===== config.mk =====
export PLATFORM = sky130hd
export DESIGN_NAME = button_press_detector
export DESIGN_NICKNAME = d
export VERILOG_FILES = /design/src/sv/bpd_pkg.sv /design/src/sv/bpd_cfg.sv /design/src/sv/bpd_core.sv /design/src/sv/button_press_detector.sv
export VERILOG_INCLUDE_DIRS = /design/src /design/src/sv
export SDC_FILE = /design/constraint.sdc
export NUM_CORES = 1
export LEC_CHECK = 0
export ABC_CLOCK_PERIOD_IN_PS = 3100
export BUFFER_PORTS_ARGS = -buffer_cell sky130_fd_sc_hd__buf_2
export CORE_MARGIN = 2
export CORE_UTILIZATION = 56
export CTS_CLUSTER_DIAMETER = 50
export DETAILED_ROUTE_END_ITERATION = 12
export PLACE_DENSITY = 0.8
export REMOVE_ABC_BUFFERS = 1
export SLEW_MARGIN = 40
export SYNTH_ARGS = -nofsm -noshare
export SYNTH_HDL_FRONTEND = slang
export SYNTH_SLANG_ARGS = --single-unit

===== constraint.sdc =====
create_clock -name clk -period 3.1 [get_ports clk]
set_input_delay 0.155 -clock clk [delete_from_list [all_inputs] [get_ports clk]]
set_output_delay 0.155 -clock clk [all_outputs]
set_load 0.05 [all_outputs]

===== src/sv/assert_macros.svh =====
// Assertion macros used by the RTL of the button press detector.
// Each macro checks a property on the rising edge of clk, outside reset.
`ifndef ASSERT_MACROS_SVH
`define ASSERT_MACROS_SVH

// Check a property that relates signals in the same or later cycles.
`define BPD_ASSERT(name, prop, msg) \
  name: assert property (@(posedge clk) disable iff (rst) (prop)) else $error(msg);

// Check an implication whose consequent holds in the same cycle.
`define BPD_ASSERT_IMPL(name, cond, expr, msg) \
  name: assert property (@(posedge clk) disable iff (rst) (cond) |-> (expr)) else $error(msg);

`endif


===== src/sv/bpd_pkg.sv =====
// Package for the button press detector: phase and opcode types,
// register map, reset values and the configuration struct. No dependencies.
`timescale 1ns / 1ps
`default_nettype none

package bpd_pkg;

  typedef enum logic [1:0] {
    PH_IDLE    = 2'd0,
    PH_WATCH   = 2'd1,
    PH_CONFIRM = 2'd2,
    PH_RELEASE = 2'd3
  } phase_t;

  typedef enum logic [0:0] {
    OP_SAMPLE = 1'b0,
    OP_START  = 1'b1
  } op_t;

  localparam int ADDR_W = 4;
  localparam int PDATA_W = 32;
  localparam int TICK_W = 8;
  localparam int COUNT_W = 16;

  localparam logic [1:0] REG_POLL     = 2'd0;
  localparam logic [1:0] REG_DEBOUNCE = 2'd1;
  localparam logic [1:0] REG_TIMEOUT  = 2'd2;

  localparam logic [TICK_W-1:0]  POLL_RESET     = 8'd20;
  localparam logic [TICK_W-1:0]  DEBOUNCE_RESET = 8'd30;
  localparam logic [COUNT_W-1:0] TIMEOUT_RESET  = 16'd0;

  typedef struct packed {
    logic [TICK_W-1:0]  poll_ticks;
    logic [TICK_W-1:0]  debounce_ticks;
    logic [COUNT_W-1:0] timeout_ticks;
  } cfg_t;

  // Ticks left to wait after an action; a period of zero acts as one.
  function automatic logic [TICK_W-1:0] wait_of(input logic [TICK_W-1:0] period);
    wait_of = (period == '0) ? '0 : period - TICK_W'(1);
  endfunction

endpackage

`default_nettype wire


===== src/sv/bpd_cfg.sv =====
// Configuration register file of the button press detector, APB-style port.
// Depends on bpd_pkg for the register map and reset values.
`timescale 1ns / 1ps
`default_nettype none

module bpd_cfg
  import bpd_pkg::*;
(
  input  wire logic               clk,
  input  wire logic               rst,
  input  wire logic               psel,
  input  wire logic               penable,
  input  wire logic               pwrite,
  input  wire logic [ADDR_W-1:0]  paddr,
  input  wire logic [PDATA_W-1:0] pwdata,
  output logic      [PDATA_W-1:0] prdata,
  output logic                    pready,
  output cfg_t                    cfg
);

  logic       wr_en;
  logic [1:0] reg_sel;

  assign pready  = 1'b1;
  assign wr_en   = psel && penable && pwrite && pready;
  assign reg_sel = paddr[3:2];

  always_ff @(posedge clk) begin
    if (rst) begin
      cfg.poll_ticks     <= POLL_RESET;
      cfg.debounce_ticks <= DEBOUNCE_RESET;
      cfg.timeout_ticks  <= TIMEOUT_RESET;
    end else if (wr_en) begin
      unique case (reg_sel)
        REG_POLL:     cfg.poll_ticks     <= pwdata[TICK_W-1:0];
        REG_DEBOUNCE: cfg.debounce_ticks <= pwdata[TICK_W-1:0];
        REG_TIMEOUT:  cfg.timeout_ticks  <= pwdata[COUNT_W-1:0];
        default: ;
      endcase
    end
  end

  always_comb begin
    unique case (reg_sel)
      REG_POLL:     prdata = PDATA_W'(cfg.poll_ticks);
      REG_DEBOUNCE: prdata = PDATA_W'(cfg.debounce_ticks);
      REG_TIMEOUT:  prdata = PDATA_W'(cfg.timeout_ticks);
      default:      prdata = '0;
    endcase
  end

endmodule

`default_nettype wire


===== src/sv/bpd_core.sv =====
// Wait sequencer of the button press detector: phase, edge and candidate
// masks, elapsed and interval counters. Depends on bpd_pkg, assert_macros.svh.
`timescale 1ns / 1ps
`default_nettype none
`include "assert_macros.svh"

module bpd_core
  import bpd_pkg::*;
#(
  parameter int BUTTONS = 6
) (
  input  wire logic               clk,
  input  wire logic               rst,
  input  wire logic               fire,
  input  wire op_t                opcode,
  input  wire logic [BUTTONS-1:0] pressed,
  input  wire cfg_t               cfg,
  output logic                    res_valid,
  output logic      [BUTTONS-1:0] res_mask,
  output logic                    res_timeout
);

  phase_t               phase, phase_next;
  logic [BUTTONS-1:0]   previous_pressed, previous_pressed_next;
  logic [BUTTONS-1:0]   candidate_mask, candidate_mask_next;
  logic [COUNT_W-1:0]   elapsed_count, elapsed_count_next;
  logic [TICK_W-1:0]    interval_count, interval_count_next;
  logic [BUTTONS-1:0]   edge_mask;
  logic [BUTTONS-1:0]   held_mask;
  logic                 timeout_hit;

  assign edge_mask   = pressed & ~previous_pressed;
  assign held_mask   = pressed & candidate_mask;
  assign timeout_hit = (cfg.timeout_ticks != '0) && (elapsed_count >= cfg.timeout_ticks);

  always_ff @(posedge clk) begin
    if (rst) begin
      phase            <= PH_IDLE;
      previous_pressed <= '0;
      candidate_mask   <= '0;
      elapsed_count    <= '0;
      interval_count   <= '0;
    end else begin
      phase            <= phase_next;
      previous_pressed <= previous_pressed_next;
      candidate_mask   <= candidate_mask_next;
      elapsed_count    <= elapsed_count_next;
      interval_count   <= interval_count_next;
    end
  end

  always_comb begin
    phase_next            = phase;
    previous_pressed_next = previous_pressed;
    candidate_mask_next   = candidate_mask;
    elapsed_count_next    = elapsed_count;
    interval_count_next   = interval_count;
    res_valid             = 1'b0;
    res_mask              = '0;
    res_timeout           = 1'b0;

    if (fire) begin
      if (opcode == OP_START) begin
        previous_pressed_next = pressed;
        candidate_mask_next   = '0;
        elapsed_count_next    = '0;
        interval_count_next   = '0;
        phase_next            = PH_WATCH;
      end else if (phase != PH_IDLE) begin
        if (interval_count != '0) begin
          interval_count_next = interval_count - TICK_W'(1);
        end else begin
          unique case (phase)
            PH_WATCH: begin
              if (timeout_hit) begin
                res_valid   = 1'b1;
                res_timeout = 1'b1;
                phase_next  = PH_IDLE;
              end else begin
                previous_pressed_next = pressed;
                if (edge_mask != '0) begin
                  candidate_mask_next = edge_mask;
                  interval_count_next = wait_of(cfg.debounce_ticks);
                  phase_next          = PH_CONFIRM;
                end else begin
                  interval_count_next = wait_of(cfg.poll_ticks);
                end
              end
            end
            PH_CONFIRM: begin
              if (held_mask != '0) begin
                candidate_mask_next = held_mask;
                phase_next          = PH_RELEASE;
              end else begin
                phase_next = PH_WATCH;
              end
              interval_count_next = wait_of(cfg.poll_ticks);
            end
            PH_RELEASE: begin
              if (held_mask == '0) begin
                res_valid  = 1'b1;
                res_mask   = candidate_mask;
                phase_next = PH_IDLE;
              end else begin
                interval_count_next = wait_of(cfg.poll_ticks);
              end
            end
            default: ;
          endcase
        end
        if (elapsed_count != '1) begin
          elapsed_count_next = elapsed_count + COUNT_W'(1);
        end
      end
    end
  end

  `BPD_ASSERT_IMPL(a_idle_no_result, phase == PH_IDLE, !res_valid, "result from idle phase")
  `BPD_ASSERT(a_result_ends_wait, res_valid |=> phase == PH_IDLE, "wait not ended by result")
  `BPD_ASSERT_IMPL(a_idle_interval_clear, phase == PH_IDLE, interval_count == '0, "interval left in idle")
  `BPD_ASSERT_IMPL(a_release_has_cand, phase == PH_RELEASE, candidate_mask != '0, "release with no button")

endmodule

`default_nettype wire


===== src/sv/button_press_detector.sv =====
// Button press detector: debounced press or timeout on BUTTONS active-low pads.
// A word is held in the input register; its result word is registered in the result register.
// Throughput: one word per cycle; the input and result registers stall only
// while the result register holds a word not yet taken.
// Reset: synchronous, active high; clears phase, counters and masks, loads
// poll 20, debounce 30, timeout 0. Depends on bpd_pkg, bpd_cfg, bpd_core.
`timescale 1ns / 1ps
`default_nettype none

module button_press_detector
  import bpd_pkg::*;
#(
  parameter int BUTTONS = 6,
  localparam int DATA_W = ((BUTTONS + 7) / 8) * 8
) (
  input  wire logic               clk,
  input  wire logic               rst,
  input  wire logic               s_tvalid,
  output logic                    s_tready,
  input  wire logic [DATA_W-1:0]  s_tdata,   // pad_levels
  input  wire logic [0:0]         s_tuser,   // opcode
  output logic                    m_tvalid,
  input  wire logic               m_tready,
  output logic      [DATA_W-1:0]  m_tdata,   // pressed_mask
  output logic      [0:0]         m_tuser,   // timed_out
  input  wire logic               psel,
  input  wire logic               penable,
  input  wire logic               pwrite,
  input  wire logic [ADDR_W-1:0]  paddr,
  input  wire logic [PDATA_W-1:0] pwdata,
  output logic      [PDATA_W-1:0] prdata,
  output logic                    pready
);

  cfg_t               cfg;
  logic               in_valid;
  op_t                in_op;
  logic [BUTTONS-1:0] in_pressed;
  logic               advance;
  logic               fire;
  logic               res_valid;
  logic [BUTTONS-1:0] res_mask;
  logic               res_timeout;
  logic [BUTTONS-1:0] out_mask;
  logic               out_timeout;

  assign advance  = !m_tvalid || m_tready;
  assign fire     = in_valid && advance;
  assign s_tready = !in_valid || advance;

  always_ff @(posedge clk) begin
    if (rst) begin
      in_valid <= 1'b0;
    end else if (s_tvalid && s_tready) begin
      in_valid <= 1'b1;
    end else if (fire) begin
      in_valid <= 1'b0;
    end
  end

  always_ff @(posedge clk) begin
    if (s_tvalid && s_tready) begin
      in_op      <= op_t'(s_tuser);
      in_pressed <= ~s_tdata[BUTTONS-1:0];
    end
  end

  bpd_cfg u_cfg (
    .clk     (clk),
    .rst     (rst),
    .psel    (psel),
    .penable (penable),
    .pwrite  (pwrite),
    .paddr   (paddr),
    .pwdata  (pwdata),
    .prdata  (prdata),
    .pready  (pready),
    .cfg     (cfg)
  );

  bpd_core #(
    .BUTTONS (BUTTONS)
  ) u_core (
    .clk         (clk),
    .rst         (rst),
    .fire        (fire),
    .opcode      (in_op),
    .pressed     (in_pressed),
    .cfg         (cfg),
    .res_valid   (res_valid),
    .res_mask    (res_mask),
    .res_timeout (res_timeout)
  );

  always_ff @(posedge clk) begin
    if (rst) begin
      m_tvalid <= 1'b0;
    end else if (advance) begin
      m_tvalid <= fire && res_valid;
    end
  end

  always_ff @(posedge clk) begin
    if (advance && fire && res_valid) begin
      out_mask    <= res_mask;
      out_timeout <= res_timeout;
    end
  end

  assign m_tdata = DATA_W'(out_mask);
  assign m_tuser = out_timeout;

endmodule

`default_nettype wire


==> results.toml <==
[clock_tree]
clk_pin_slew_worst_paths_ns = 0.10
cts_max_level = 3
numClockSinks = 86
cts_tree = "yes"
cts_root_buf = "clkbuf_8"
clock_latency_ns = 0.37
post_cts_resized = 0
clock_tree.buffer_depth = 2
cts-buffers-inserted = 9

[critical_path]
cp.buffers_inverters = 2
crit_chain = "inv_1, ha_1, nand4_1, nor4_1, a31oi_1, a21oi_1, a31oi_1, nor2_1, buf_4"
crit_path_end_kind = "flip-flop"
worstPathArrival_ns = 2.89
path_delay_family = "compound AO/OA/AOI/OAI gates"
worstSetupPathType = "flip-flop to flip-flop"
worst_path_most_repeated_cell = "a31oi_1"
cpMaxStageDelayCell = "a21oi_1"
critical_path.max_stage_delay_ns = 0.50
cp_data_required_time_ns = 3.20
start_kind = "flip-flop"
worstPathMaxFanout = 7

[cells_and_area]
layout_common_cells = "dfxtp_1 (72), nand2_1 (70), buf_2 (56)"
layout_commonest_cell = "dfxtp_1"
antennaDiodeCount = 0
final_cell_area_um2 = 5640
post-route-util = 0.643
fill_cells = 748
final_nets = 734
drive_gt1_frac = 0.142
area_delta_synth_final_pct = 10.4

[pwr]
leakagePower_uw = 0.00217
comb_power_share = 0.156
max-vdd-ir-drop_mv = 0.229
p_per_area_nw_per_um2 = 413
power_frac_clock = 0.332
p_int_uw = 1590
p_sw_uw = 738
switching_share = 0.317
seqPwrFrac = 0.512

[place]
place_area_um2 = 5430
globalplace.congestion = 0.880
hpwl_mm = 8.43
io_buffers = 56

[global_routing]
grt_max_degree = 38
grt_pass1_wl_mm = 19.6
grt.total_usage = 0.242
antenna_found_initial = 0
overflow = 0
grt_pass1_vias = 4373

[yosys]
synth_cell_type_count = 52
yosys.area.top_type = "dfxtp_1"
synth-edff-count = 14
syn_avg_cell_area_um2 = 8.41
synthCells = 607
ys.flop_type = "dfxtp_1"
seq_area_frac_synth = 0.365
yosysTopAreaCellShare = 0.282
yosysWarnings = 0
synthArstFlopShare = 0
synth-seq-cells = 86
netlist_area_um2 = 5110
synth_area_leaders = "dfxtp_1 (28%), edfxtp_1 (8.2%), mux2i_1 (6.7%), ha_1 (5.6%), nand2_1 (5.1%)"

[die]
start_util = 0.583
die_area_um2 = 9900
die_y_um = 99.5
die_x_um = 99.5
num_rows = 34
core_um2 = 8760
ios = 96

[timing]
hold-worst-slack_ns = 0.0132
clock.fmax_mhz = 358
fin_setup_tns_ns = 0
slew_headroom = 0.539
setup_viol = 0
fin_crit_sh = 0.900
period_needed_ns = 2.79
tightest_slew_ns = 0.689
hold_violations = 0
rsz0062_at_grt = "false"
clock_skew_ns = 0.0148
slew_violations = 0

[run_status]
status = "finished, final reports clean"

[flow_run]
max-cap-violations = 0

[routing]
ant_nets = 0
viasPerCell = 5.75
drcViolationCount = 0
wl_per_cell_um = 15.0
vias = 4439
first_pass_iters = 5
drt-initial-drc-count = 223
wl_mm = 11.6

[hold_path]
min_path_type = "input pin to flip-flop"
per-stage QoR:
stage / total power [uW] / setup slack, ns / std cells
after floorplan: 1460 / 0.545 / 582
after global placement: 1560 / 0.427 / 755
after detailed placement: 1570 / 0.353 / 755
after CTS: 2330 / 0.348 / 772
after global routing: 2420 / 0.0445 / 772
final: 2330 / 0.309 / 772
layout make-up:
cell class / instances / area, um2 / area share
inverter: 38 / 143 / 0.0253
timing repair buffer: 66 / 358 / 0.0635
multi-input combinational: 458 / 2950 / 0.524
clock buffer: 9 / 124 / 0.0220
tap: 108 / 135 / 0.0240
clock inverter: 7 / 63.8 / 0.0113
sequential: 86 / 1860 / 0.330
synth_stat cells (3+ instances only):
| library cell | count |
|---|---|
| nand3b_1 | 6 |
| nor2_1 | 37 |
| nand3_1 | 13 |
| o21ai_0 | 22 |
| and3_1 | 4 |
| nor4_1 | 11 |
| and2_1 | 15 |
| edfxtp_1 | 14 |
| nand2b_1 | 37 |
| dfxtp_1 | 72 |
| nand4_1 | 10 |
| ha_1 | 23 |
| nor3_1 | 16 |
| a211o_1 | 3 |
| a22oi_1 | 3 |
| or4_1 | 4 |
| a21oi_1 | 38 |
| mux2i_1 | 34 |
| o2111ai_1 | 7 |
| nor2b_1 | 4 |
| nor3b_1 | 4 |
| or3_1 | 9 |
| clkbuf_1 | 20 |
| o21bai_1 | 3 |
| o31ai_1 | 9 |
| buf_2 | 3 |
| xnor2_1 | 16 |
| nand2_1 | 70 |
| xor2_1 | 10 |
| buf_4 | 19 |
| inv_1 | 38 |
| a31oi_1 | 3 |
worst reg2reg max path: stages (launching register included):
cell and delay [ns]:
dfxtp_1 0.40, inv_1 0.06, ha_1 0.31, nand4_1 0.17
nor4_1 0.45, a31oi_1 0.14, a21oi_1 0.50, a31oi_1 0.21
nor2_1 0.12, buf_4 0.16
path summary, 6_finish.rpt:
kind                            cells past startpoint          start  slack, ns       endpoint
worst max register to register                      9  u_cfg.cfg[15]       0.31    out_mask[5]
worst min-delay path                                2     s_tdata[0]       0.01  in_pressed[0]
worst max-delay path                                9  u_cfg.cfg[15]       0.31    out_mask[5]
worst min register to register                      2  u_cfg.cfg[10]       0.49  u_cfg.cfg[10]
cell families (layout without fill, tap and decap cells):
| family | count (synthesis) | in the layout | share of synthesized area |
|---|---|---|---|
| AOI/OAI and AO/OA | 104 | 104 | 0.132 |
| xor gates and xnor gates | 26 | 26 | 0.0446 |
| adders and majority gates | 23 | 23 | 0.0563 |
| buffers and inverters | 80 | 120 | 0.0735 |
| DFF | 86 | 86 | 0.365 |
| muxes | 34 | 34 | 0.0666 |
| other | 2 | 19 | 0.00147 |
| and+or+nand+nor | 252 | 252 | 0.261 |
per-layer routing:
metal  share of wire  track usage  wire [um]
met5               0            0          0
met4           0.015       0.0832        172
met3           0.043       0.0358        497
met1            0.43        0.298       5010
met2            0.51        0.431       5930
registers in the layout, summed over array words and instances, names as in the netlist:
signal and flops:
u_cfg.cfg 32, u_core.elapsed_count 16, u_core.interval_count 8, in_pressed 6
out_mask 6, u_core.candidate_mask 6, u_core.previous_pressed 6, u_core.phase 2
in_op 1, in_valid 1, m_tuser 1, m_tvalid 1
power by group through the flow:
stage | logic [uW] | registers (uW) | clock network (uW)
2_1_floorplan | 251 | 1210 | 0
3_3_place_gp | 346 | 1210 | 0
3_5_place_dp | 356 | 1220 | 0
4_1_cts | 359 | 1190 | 779
5_1_grt | 396 | 1200 | 824
6_report | 363 | 1190 | 773
timing repair:
item | CTS | global route
endpoints found under the setup margin | 0 | 0
hold buffers | 1 | 0
setup buffers | 0 | 0
hold endpoints to repair | 1 | 0
No activity file was read; power rests on OpenSTA's default activity.
